`src/sv/cse_pkg.sv`:
```
// package for the semaphore table engine
// sizes, opcode and status codes, control and status structs; no dependencies
`default_nettype none

package cse_pkg;

    localparam int SEM_COUNT  = 32;
    localparam int SLOT_COUNT = 32;
    localparam int PID_BITS   = 8;

    localparam int SEM_IW  = (SEM_COUNT > 1) ? $clog2(SEM_COUNT) : 1;
    localparam int SLOT_IW = (SLOT_COUNT > 1) ? $clog2(SLOT_COUNT) : 1;
    localparam int CNT_W   = 17;

    localparam logic signed [CNT_W-1:0] CNT_MAX = 17'sh0FFFF;
    localparam logic signed [CNT_W-1:0] CNT_MIN = 17'sh10000;

    localparam logic [1:0] OP_INIT   = 2'd0;
    localparam logic [1:0] OP_WAIT   = 2'd1;
    localparam logic [1:0] OP_SIGNAL = 2'd2;

    localparam logic [1:0] ST_OK     = 2'd0;
    localparam logic [1:0] ST_NO_SEM = 2'd1;
    localparam logic [1:0] ST_FULL   = 2'd2;

    typedef struct packed {
        logic capture;
        logic lookup;
        logic commit;
    } t_ctl;

    typedef struct packed {
        logic op_valid;
    } t_sts;

endpackage

`default_nettype wire

```
`src/sv/cse_ctrl.sv`:
```
// controller state machine of the semaphore table engine
// sequences capture, lookup, commit and result transaction; uses cse_pkg
`default_nettype none

module cse_ctrl (
    input  wire logic          i_clk,
    input  wire logic          i_rst_n,
    input  wire logic          i_valid,
    output logic               o_stall,
    output logic               o_valid,
    input  wire logic          i_stall,
    input  wire cse_pkg::t_sts i_sts,
    output cse_pkg::t_ctl      o_ctl
);

    localparam logic [1:0] S_IDLE = 2'd0;
    localparam logic [1:0] S_LOOK = 2'd1;
    localparam logic [1:0] S_EXEC = 2'd2;
    localparam logic [1:0] S_OUT  = 2'd3;

    logic [1:0] r_state;
    logic [1:0] n_state;

    always_comb begin
        n_state = r_state;
        case (r_state)
            S_IDLE: begin
                if (i_valid) begin
                    n_state = S_LOOK;
                end
            end
            S_LOOK: n_state = S_EXEC;
            S_EXEC: n_state = S_OUT;
            S_OUT: begin
                if (!i_stall) begin
                    n_state = S_IDLE;
                end
            end
            default: n_state = S_IDLE;
        endcase
    end

    always_ff @(posedge i_clk) begin
        if (!i_rst_n) begin
            r_state <= S_IDLE;
        end else begin
            r_state <= n_state;
        end
    end

    assign o_stall       = (r_state != S_IDLE);
    assign o_valid       = (r_state == S_OUT);
    assign o_ctl.capture = (r_state == S_IDLE) && i_valid;
    assign o_ctl.lookup  = (r_state == S_LOOK);
    assign o_ctl.commit  = (r_state == S_EXEC);

    a_commit_follows_lookup: assert property (@(posedge i_clk) disable iff (!i_rst_n)
        o_ctl.lookup |=> o_ctl.commit)
        else $error("commit did not follow lookup");

    a_result_after_commit: assert property (@(posedge i_clk) disable iff (!i_rst_n)
        o_ctl.commit |=> o_valid)
        else $error("no result after commit");

    a_no_capture_while_busy: assert property (@(posedge i_clk) disable iff (!i_rst_n)
        (o_valid || o_ctl.lookup || (o_ctl.commit && i_sts.op_valid)) |-> !o_ctl.capture)
        else $error("capture while a transaction is in flight");

endmodule

`default_nettype wire

```
`src/sv/cse_dp.sv`:
```
// datapath of the semaphore table engine: semaphore table, waiter slots, result register
// driven by cse_ctrl commands; uses cse_pkg
`default_nettype none

module cse_dp (
    input  wire logic          i_clk,
    input  wire logic          i_rst_n,
    input  wire cse_pkg::t_ctl i_ctl,
    output cse_pkg::t_sts      o_sts,
    input  wire logic [1:0]    i_opcode,
    input  wire logic [7:0]    i_process_id,
    input  wire logic [4:0]    i_semaphore_id,
    input  wire logic [14:0]   i_initial_value,
    output logic [1:0]         o_status,
    output logic [4:0]         o_allocated_id,
    output logic               o_caller_blocked,
    output logic               o_wake_valid,
    output logic [7:0]         o_wake_process
);

    localparam int SEMS  = cse_pkg::SEM_COUNT;
    localparam int SLOTS = cse_pkg::SLOT_COUNT;
    localparam int SIW   = cse_pkg::SEM_IW;
    localparam int LIW   = cse_pkg::SLOT_IW;
    localparam int PW    = cse_pkg::PID_BITS;
    localparam int CW    = cse_pkg::CNT_W;

    // request registers
    logic [1:0]  r_op;
    logic [PW-1:0] r_pid;
    logic [4:0]  r_sid;
    logic [14:0] r_init;

    // semaphore table
    logic [SEMS-1:0]               r_in_use;
    logic signed [CW-1:0]          r_count [SEMS];
    logic [SEMS-1:0]               r_qne;
    logic [LIW-1:0]                r_head  [SEMS];
    logic [LIW-1:0]                r_tail  [SEMS];

    // waiter slots
    logic [SLOTS-1:0]              r_busy;
    logic [SLOTS-1:0]              r_next_ok;
    logic [LIW-1:0]                r_next  [SLOTS];
    logic [PW-1:0]                 r_owner [SLOTS];

    // lookup stage
    logic                 r_l_sid_ok;
    logic signed [CW-1:0] r_l_count;
    logic                 r_l_qne;
    logic [LIW-1:0]       r_l_head;
    logic [LIW-1:0]       r_l_tail;
    logic [PW-1:0]        r_l_owner_h;
    logic [LIW-1:0]       r_l_next_h;
    logic                 r_l_next_ok_h;
    logic                 r_l_sem_found;
    logic [SIW-1:0]       r_l_sem_idx;
    logic                 r_l_slot_found;
    logic [LIW-1:0]       r_l_slot_idx;

    // result register
    logic [1:0]    r_o_status;
    logic [4:0]    r_o_id;
    logic          r_o_blocked;
    logic          r_o_wake;
    logic [PW-1:0] r_o_who;

    logic [SIW-1:0]       sidx;
    logic                 sid_ok;
    logic                 sem_found;
    logic [SIW-1:0]       sem_idx;
    logic                 slot_found;
    logic [LIW-1:0]       slot_idx;
    logic signed [CW-1:0] c_dec;
    logic signed [CW-1:0] c_inc;
    logic                 op_ok;

    assign sidx   = SIW'(r_sid);
    assign sid_ok = (32'(r_sid) < SEMS);

    always_comb begin
        sem_found = 1'b0;
        sem_idx   = '0;
        for (int i = SEMS - 1; i >= 0; i--) begin
            if (!r_in_use[i]) begin
                sem_found = 1'b1;
                sem_idx   = SIW'(i);
            end
        end
    end

    always_comb begin
        slot_found = 1'b0;
        slot_idx   = '0;
        for (int i = SLOTS - 1; i >= 0; i--) begin
            if (!r_busy[i]) begin
                slot_found = 1'b1;
                slot_idx   = LIW'(i);
            end
        end
    end

    assign c_dec = (r_l_count != cse_pkg::CNT_MIN) ? r_l_count - 17'sd1 : r_l_count;
    assign c_inc = (r_l_count != cse_pkg::CNT_MAX) ? r_l_count + 17'sd1 : r_l_count;
    assign op_ok = r_l_sid_ok && ((r_op == cse_pkg::OP_WAIT) || (r_op == cse_pkg::OP_SIGNAL));

    assign o_sts.op_valid = (r_op == cse_pkg::OP_INIT) || op_ok;

    always_ff @(posedge i_clk) begin
        if (i_ctl.capture) begin
            r_op   <= i_opcode;
            r_pid  <= PW'(i_process_id);
            r_sid  <= i_semaphore_id;
            r_init <= i_initial_value;
        end
        if (i_ctl.lookup) begin
            r_l_sid_ok     <= sid_ok;
            r_l_count      <= r_count[sidx];
            r_l_qne        <= r_qne[sidx];
            r_l_head       <= r_head[sidx];
            r_l_tail       <= r_tail[sidx];
            r_l_owner_h    <= r_owner[r_head[sidx]];
            r_l_next_h     <= r_next[r_head[sidx]];
            r_l_next_ok_h  <= r_next_ok[r_head[sidx]];
            r_l_sem_found  <= sem_found;
            r_l_sem_idx    <= sem_idx;
            r_l_slot_found <= slot_found;
            r_l_slot_idx   <= slot_idx;
        end
    end

    always_ff @(posedge i_clk) begin
        if (!i_rst_n) begin
            r_in_use <= '0;
            r_qne    <= '0;
            r_busy   <= '0;
            r_next_ok <= '0;
            for (int i = 0; i < SEMS; i++) begin
                r_count[i] <= '0;
                r_head[i]  <= '0;
                r_tail[i]  <= '0;
            end
            for (int i = 0; i < SLOTS; i++) begin
                r_next[i]  <= '0;
                r_owner[i] <= '0;
            end
            r_o_status  <= cse_pkg::ST_OK;
            r_o_id      <= '0;
            r_o_blocked <= 1'b0;
            r_o_wake    <= 1'b0;
            r_o_who     <= '0;
        end else if (i_ctl.commit) begin
            r_o_status  <= cse_pkg::ST_OK;
            r_o_id      <= '0;
            r_o_blocked <= 1'b0;
            r_o_wake    <= 1'b0;
            r_o_who     <= '0;
            if (r_op == cse_pkg::OP_INIT) begin
                if (r_l_sem_found) begin
                    r_in_use[r_l_sem_idx] <= 1'b1;
                    r_count[r_l_sem_idx]  <= CW'(signed'({1'b0, r_init}));
                    r_o_id                <= 5'(r_l_sem_idx);
                end else begin
                    r_o_status <= cse_pkg::ST_NO_SEM;
                end
            end else if (op_ok && (r_op == cse_pkg::OP_WAIT)) begin
                if (!c_dec[CW-1]) begin
                    r_count[sidx] <= c_dec;
                end else if (!r_l_slot_found) begin
                    r_o_status <= cse_pkg::ST_FULL;
                end else begin
                    r_count[sidx]            <= c_dec;
                    r_owner[r_l_slot_idx]    <= r_pid;
                    r_busy[r_l_slot_idx]     <= 1'b1;
                    r_next_ok[r_l_slot_idx]  <= 1'b0;
                    if (!r_l_qne) begin
                        r_head[sidx] <= r_l_slot_idx;
                        r_qne[sidx]  <= 1'b1;
                    end else begin
                        r_next[r_l_tail]    <= r_l_slot_idx;
                        r_next_ok[r_l_tail] <= 1'b1;
                    end
                    r_tail[sidx] <= r_l_slot_idx;
                    r_o_blocked  <= 1'b1;
                end
            end else if (op_ok) begin
                r_count[sidx] <= c_inc;
                if (r_l_qne) begin
                    r_head[sidx]        <= r_l_next_h;
                    r_qne[sidx]         <= r_l_next_ok_h;
                    r_next_ok[r_l_head] <= 1'b0;
                    r_busy[r_l_head]    <= 1'b0;
                    if (!r_l_next_ok_h) begin
                        r_tail[sidx] <= '0;
                    end
                    r_o_wake <= 1'b1;
                    r_o_who  <= r_l_owner_h;
                end
            end
        end
    end

    assign o_status         = r_o_status;
    assign o_allocated_id   = r_o_id;
    assign o_caller_blocked = r_o_blocked;
    assign o_wake_valid     = r_o_wake;
    assign o_wake_process   = 8'(r_o_who);

    a_block_wake_excl: assert property (@(posedge i_clk) disable iff (!i_rst_n)
        !(r_o_blocked && r_o_wake))
        else $error("blocked and woken in one result");

    a_error_clean: assert property (@(posedge i_clk) disable iff (!i_rst_n)
        (r_o_status != cse_pkg::ST_OK) |-> (!r_o_blocked && !r_o_wake && (r_o_id == '0)))
        else $error("error result carries payload");

    a_slot_was_free: assert property (@(posedge i_clk) disable iff (!i_rst_n)
        (i_ctl.commit && op_ok && (r_op == cse_pkg::OP_WAIT) && c_dec[CW-1]
         && r_l_slot_found) |-> !r_busy[r_l_slot_idx])
        else $error("waiter placed in a busy slot");

    a_head_busy: assert property (@(posedge i_clk) disable iff (!i_rst_n)
        (i_ctl.commit && op_ok && (r_op == cse_pkg::OP_SIGNAL) && r_l_qne)
        |-> r_busy[r_l_head])
        else $error("queue head slot not busy");

endmodule

`default_nettype wire

```
`src/sv/counting_semaphore_fifo_engine_unit.sv`:
```
// top level of the semaphore table engine: controller plus datapath
// depends on cse_pkg, cse_ctrl and cse_dp
// Each request is captured, then the semaphore entry, the head waiter and the lowest free
// semaphore and waiter slot are read, then the tables are updated and the result register
// loaded, and then the result is offered until the receiver takes it; o_stall holds off
// new requests meanwhile, and a new request is taken in the cycle after the result
// transaction. All tables are cleared by reset, with no clearing pass.
`default_nettype none

module counting_semaphore_fifo_engine_unit (
    input  wire logic        i_clk,
    input  wire logic        i_rst_n,
    input  wire logic        i_valid,
    output logic             o_stall,
    input  wire logic [1:0]  i_opcode,
    input  wire logic [7:0]  i_process_id,
    input  wire logic [4:0]  i_semaphore_id,
    input  wire logic [14:0] i_initial_value,
    output logic             o_valid,
    input  wire logic        i_stall,
    output logic [1:0]       o_status,
    output logic [4:0]       o_allocated_id,
    output logic             o_caller_blocked,
    output logic             o_wake_valid,
    output logic [7:0]       o_wake_process
);

    cse_pkg::t_ctl ctl;
    cse_pkg::t_sts sts;

    cse_ctrl u_ctrl (
        .i_clk   (i_clk),
        .i_rst_n (i_rst_n),
        .i_valid (i_valid),
        .o_stall (o_stall),
        .o_valid (o_valid),
        .i_stall (i_stall),
        .i_sts   (sts),
        .o_ctl   (ctl)
    );

    cse_dp u_dp (
        .i_clk            (i_clk),
        .i_rst_n          (i_rst_n),
        .i_ctl            (ctl),
        .o_sts            (sts),
        .i_opcode         (i_opcode),
        .i_process_id     (i_process_id),
        .i_semaphore_id   (i_semaphore_id),
        .i_initial_value  (i_initial_value),
        .o_status         (o_status),
        .o_allocated_id   (o_allocated_id),
        .o_caller_blocked (o_caller_blocked),
        .o_wake_valid     (o_wake_valid),
        .o_wake_process   (o_wake_process)
    );

endmodule

`default_nettype wire

```
`config.mk`:
```
export PLATFORM = sky130hd
export DESIGN_NAME = counting_semaphore_fifo_engine_unit
export DESIGN_NICKNAME = d
export VERILOG_FILES = /design/src/sv/cse_pkg.sv /design/src/sv/cse_ctrl.sv /design/src/sv/cse_dp.sv /design/src/sv/counting_semaphore_fifo_engine_unit.sv
export SDC_FILE = /design/constraint.sdc
export NUM_CORES = 2
export LEC_CHECK = 0
export BUFFER_PORTS_ARGS = -buffer_cell sky130_fd_sc_hd__clkbuf_2
export CORE_MARGIN = 3
export CORE_UTILIZATION = 55
export DETAILED_ROUTE_END_ITERATION = 12
export PLACE_DENSITY = 0.71
export RECOVER_POWER = 100
export SETUP_SLACK_MARGIN = 0.05
export SLEW_MARGIN = 15
export SYNTH_ARGS = -nofsm -noshare
export SYNTH_HDL_FRONTEND = slang
export SYNTH_SLANG_ARGS = --single-unit
```
`constraint.sdc`:
```
create_clock -name i_clk -period 10.5 [get_ports i_clk]
set_input_delay 1.575 -clock i_clk [delete_from_list [all_inputs] [get_ports i_clk]]
set_output_delay 1.575 -clock i_clk [all_outputs]
set_load 0.02 [all_outputs]
```
==> flow_summary.yaml <==
placed_design:
  detailed_place_hpwl_mm: 117.1
  numPortBuffers: 52
  pre_cts_ws_ps: 4984
  place_inst: 6922
  place_area_um2: 69660
  gp_congestion: 0.9409
routing:
  avgViaCountPerCell: 6.337
  vias: 45700
  wl_mm: 184.3
  ant_nets: 0
  routedWlPerCell_um: 25.56
  dr.pass1.iters: 6
  drc: 0
  drtIter0Drc: 6229
cts:
  cts_made_buffers: 155
  cts_resized: 0
  htree_levels: 4
  clock_path_buffers: 3
  cts.sinks: 1516
  post_cts_buffers: 0
  tritoncts: "built"
  cts_root_buffer: "clkbuf_16"
  cts_hold_buf: 0
  clk_pin_slew_ps: 60
  clk_latency_ps: 810
timing:
  holdWs_ps: 440.6
  finalCriticalPeriod_ps: 7428
  fin_tns_setup_ps: 0
  fin_crit_sh_pct: 70.75
  fin_skew_ps: 41.32
  hold_viol: 0
  final.setup.worst_slack_ps: 3072
  setup_violations: 0
  tightestPinTransition_ps: 3748
  max_slew_margin_pct: -149.9
  grt_setup_unrepaired: "false"
  fmax_mhz: 134.6
  slew_viol_final: 1120
worst_setup_path:
  worst_setup_path_start_kind: "flip-flop"
  crit_required_ps: 11010
  cp-end-kind: "flip-flop"
  cpPeakStageDelay_ps: 2240
  critPathKind: "reg2reg"
  cp_cell_sequence: "clkbuf_1 -> mux4_2 -> mux2i_1 -> nor3b_1 -> nor4_1 -> inv_6 -> buf_4 -> a211oi_1 -> a31oi_1 -> o22ai_1 -> nor4_1"
  cp_max_fo: 75
  critPathMostFrequentCell: "nor4_1"
  rrSetupSlack_ps: 3070
  cp.arrival_ps: 7940
  crit_slowest_cell: "clkbuf_1"
yosys:
  synth_top_cell_area_share_pct: 59.99
  yosys-top-cells-area: "edfxtp_1 (60%), mux4_2 (6.9%), nor2_1 (6.0%)"
  async_flop_share_pct: 0
  synth_seq_cells: 1516
  postSynthAreaPerCell_um2: 12.16
  syn_inst: 5614
  netlist_area_um2: 68280
  yosysUniqueCellTypes: 65
  ys_warn_count: 0
  synth_edf_count: 1364
  synth_top_area_cell: "edfxtp_1"
  synth-seq-area-share_pct: 64.45
  synthFlopType: "edfxtp_1"
  synth_nets: 5658
final_layout:
  final_cell_count_no_fill: 7212
  final_nets: 5501
  final_common_cell: "edfxtp_1"
  synthToLayoutAreaGrowth_pct: 8.679
  fin_util_pct: 60.57
  final_cell_mix: "edfxtp_1 (1364), nor2_1 (1080), nand2_1 (711)"
  multi_input_area_um2: 22170
  drive_gt1_share_pct: 10.03
  seqCellArea_um2: 44000
  fin_area_um2: 74200
  fillers: 9440
pwr:
  p_leak_nw: 25.91
  pwr_density_cell_nw_per_um2: 228.3
  ir_worst_vdd_mv: 0.4265
  p_total_mw: 16.94
run:
  max_cap_violations: 37
floorplan:
  dieWidth_um: 358.3
  die_y_um: 358.3
  die-area_um2: 128400
  num_rows: 128
  initial_utilization_pct: 55.73
  num_io_pins: 53
  core_area_um2: 122500
outcome:
  status: "complete, but fails checks"
  violations: "capacitance limit, slew limit"
global_routing:
  grtUsageTotal_pct: 28.65
  grt_pass1_wl_mm: 273.9
  grt-ovfl-total: 0
  grt_pass1_vias: 43270
  grt_max_degree: 225
  antenna_found_initial: 3
min_path:
  worst_hold_path_type: "reg2reg"
per-layer routing:
metal	part of all wire, %	global-route usage [%]
met4	4.0	10.71
met2	46	43.70
met5	0.0071	0
met1	39	40.50
met3	12	6.605
registers in the layout, indices dropped and copies added (netlist names), 8 cells and up, named ones only:
register	flops
u_dp.r_l_count	17
u_dp.r_qne	32
u_dp.r_head	160
u_dp.r_tail	160
u_dp.r_owner	256
u_dp.r_next_ok	32
u_dp.r_init	15
u_dp.r_next	160
u_dp.o_wake_process	8
u_dp.r_count	544
u_dp.r_l_owner_h	8
u_dp.r_busy	32
u_dp.r_pid	8
u_dp.r_in_use	32
kinds of logic after synthesis:
| logic type | share of synthesized area [%] |
|---|---|
| AOI/OAI and AO/OA | 6.516 |
| and+or+nand+nor | 17.25 |
| xor gates and xnor gates | 0.1924 |
| DFF | 64.45 |
| adders and majority gates | 0.1833 |
| muxes | 8.321 |
| buffers and inverters | 3.095 |
worst max-delay path: cells and delay by family (launching register included):
family	cells	cell delay, ps
buffers and inverters	3	3190
muxes	2	670
AOI/OAI and AO/OA	3	1040
DFF	1	940
and+or+nand+nor	3	1130
worst paths after layout:
kind                                              end  cells past startpoint             startpoint
worst min register to register  u_dp.o_caller_blocked                      2  u_dp.o_caller_blocked
worst max register to register    u_dp.r_l_owner_h[7]                     11              flip-flop
worst max-delay path              u_dp.r_l_owner_h[7]                     11              flip-flop
worst min-delay path            u_dp.o_caller_blocked                      2  u_dp.o_caller_blocked
layout make-up:
class	instances	area share, %
clock buffers	202	5.578
flip-flops and latches	1516	59.30
clock inverters	84	1.228
well taps	1625	2.740
repair buffers	145	1.103
diodes	1	0.003372
inverters	32	0.1686
multi-input cells	3607	29.88
cell usage after synthesis, drive strengths merged, types with 32 or more instances:
| cell | instances |
|---|---|
| and3 | 180 |
| edfxtp | 1364 |
| inv | 32 |
| o22ai | 47 |
| a21oi | 113 |
| buf | 182 |
| o21ai | 156 |
| and2 | 343 |
| a22oi | 76 |
| a311oi | 33 |
| nor2 | 1083 |
| mux4 | 210 |
| nand3 | 91 |
| clkbuf | 277 |
| mux2i | 70 |
| dfxtp | 152 |
| a211oi | 85 |
| nand2 | 711 |
| a31oi | 100 |
| nand4 | 54 |
power breakdown:
group          switching (mW)  total (mW)  internal [mW]
logic                    3.00        4.16           1.16
registers               0.281        7.25           6.97
clock network            2.35        5.54           3.19
Note: power is estimated with default switching activity, not from simulation.
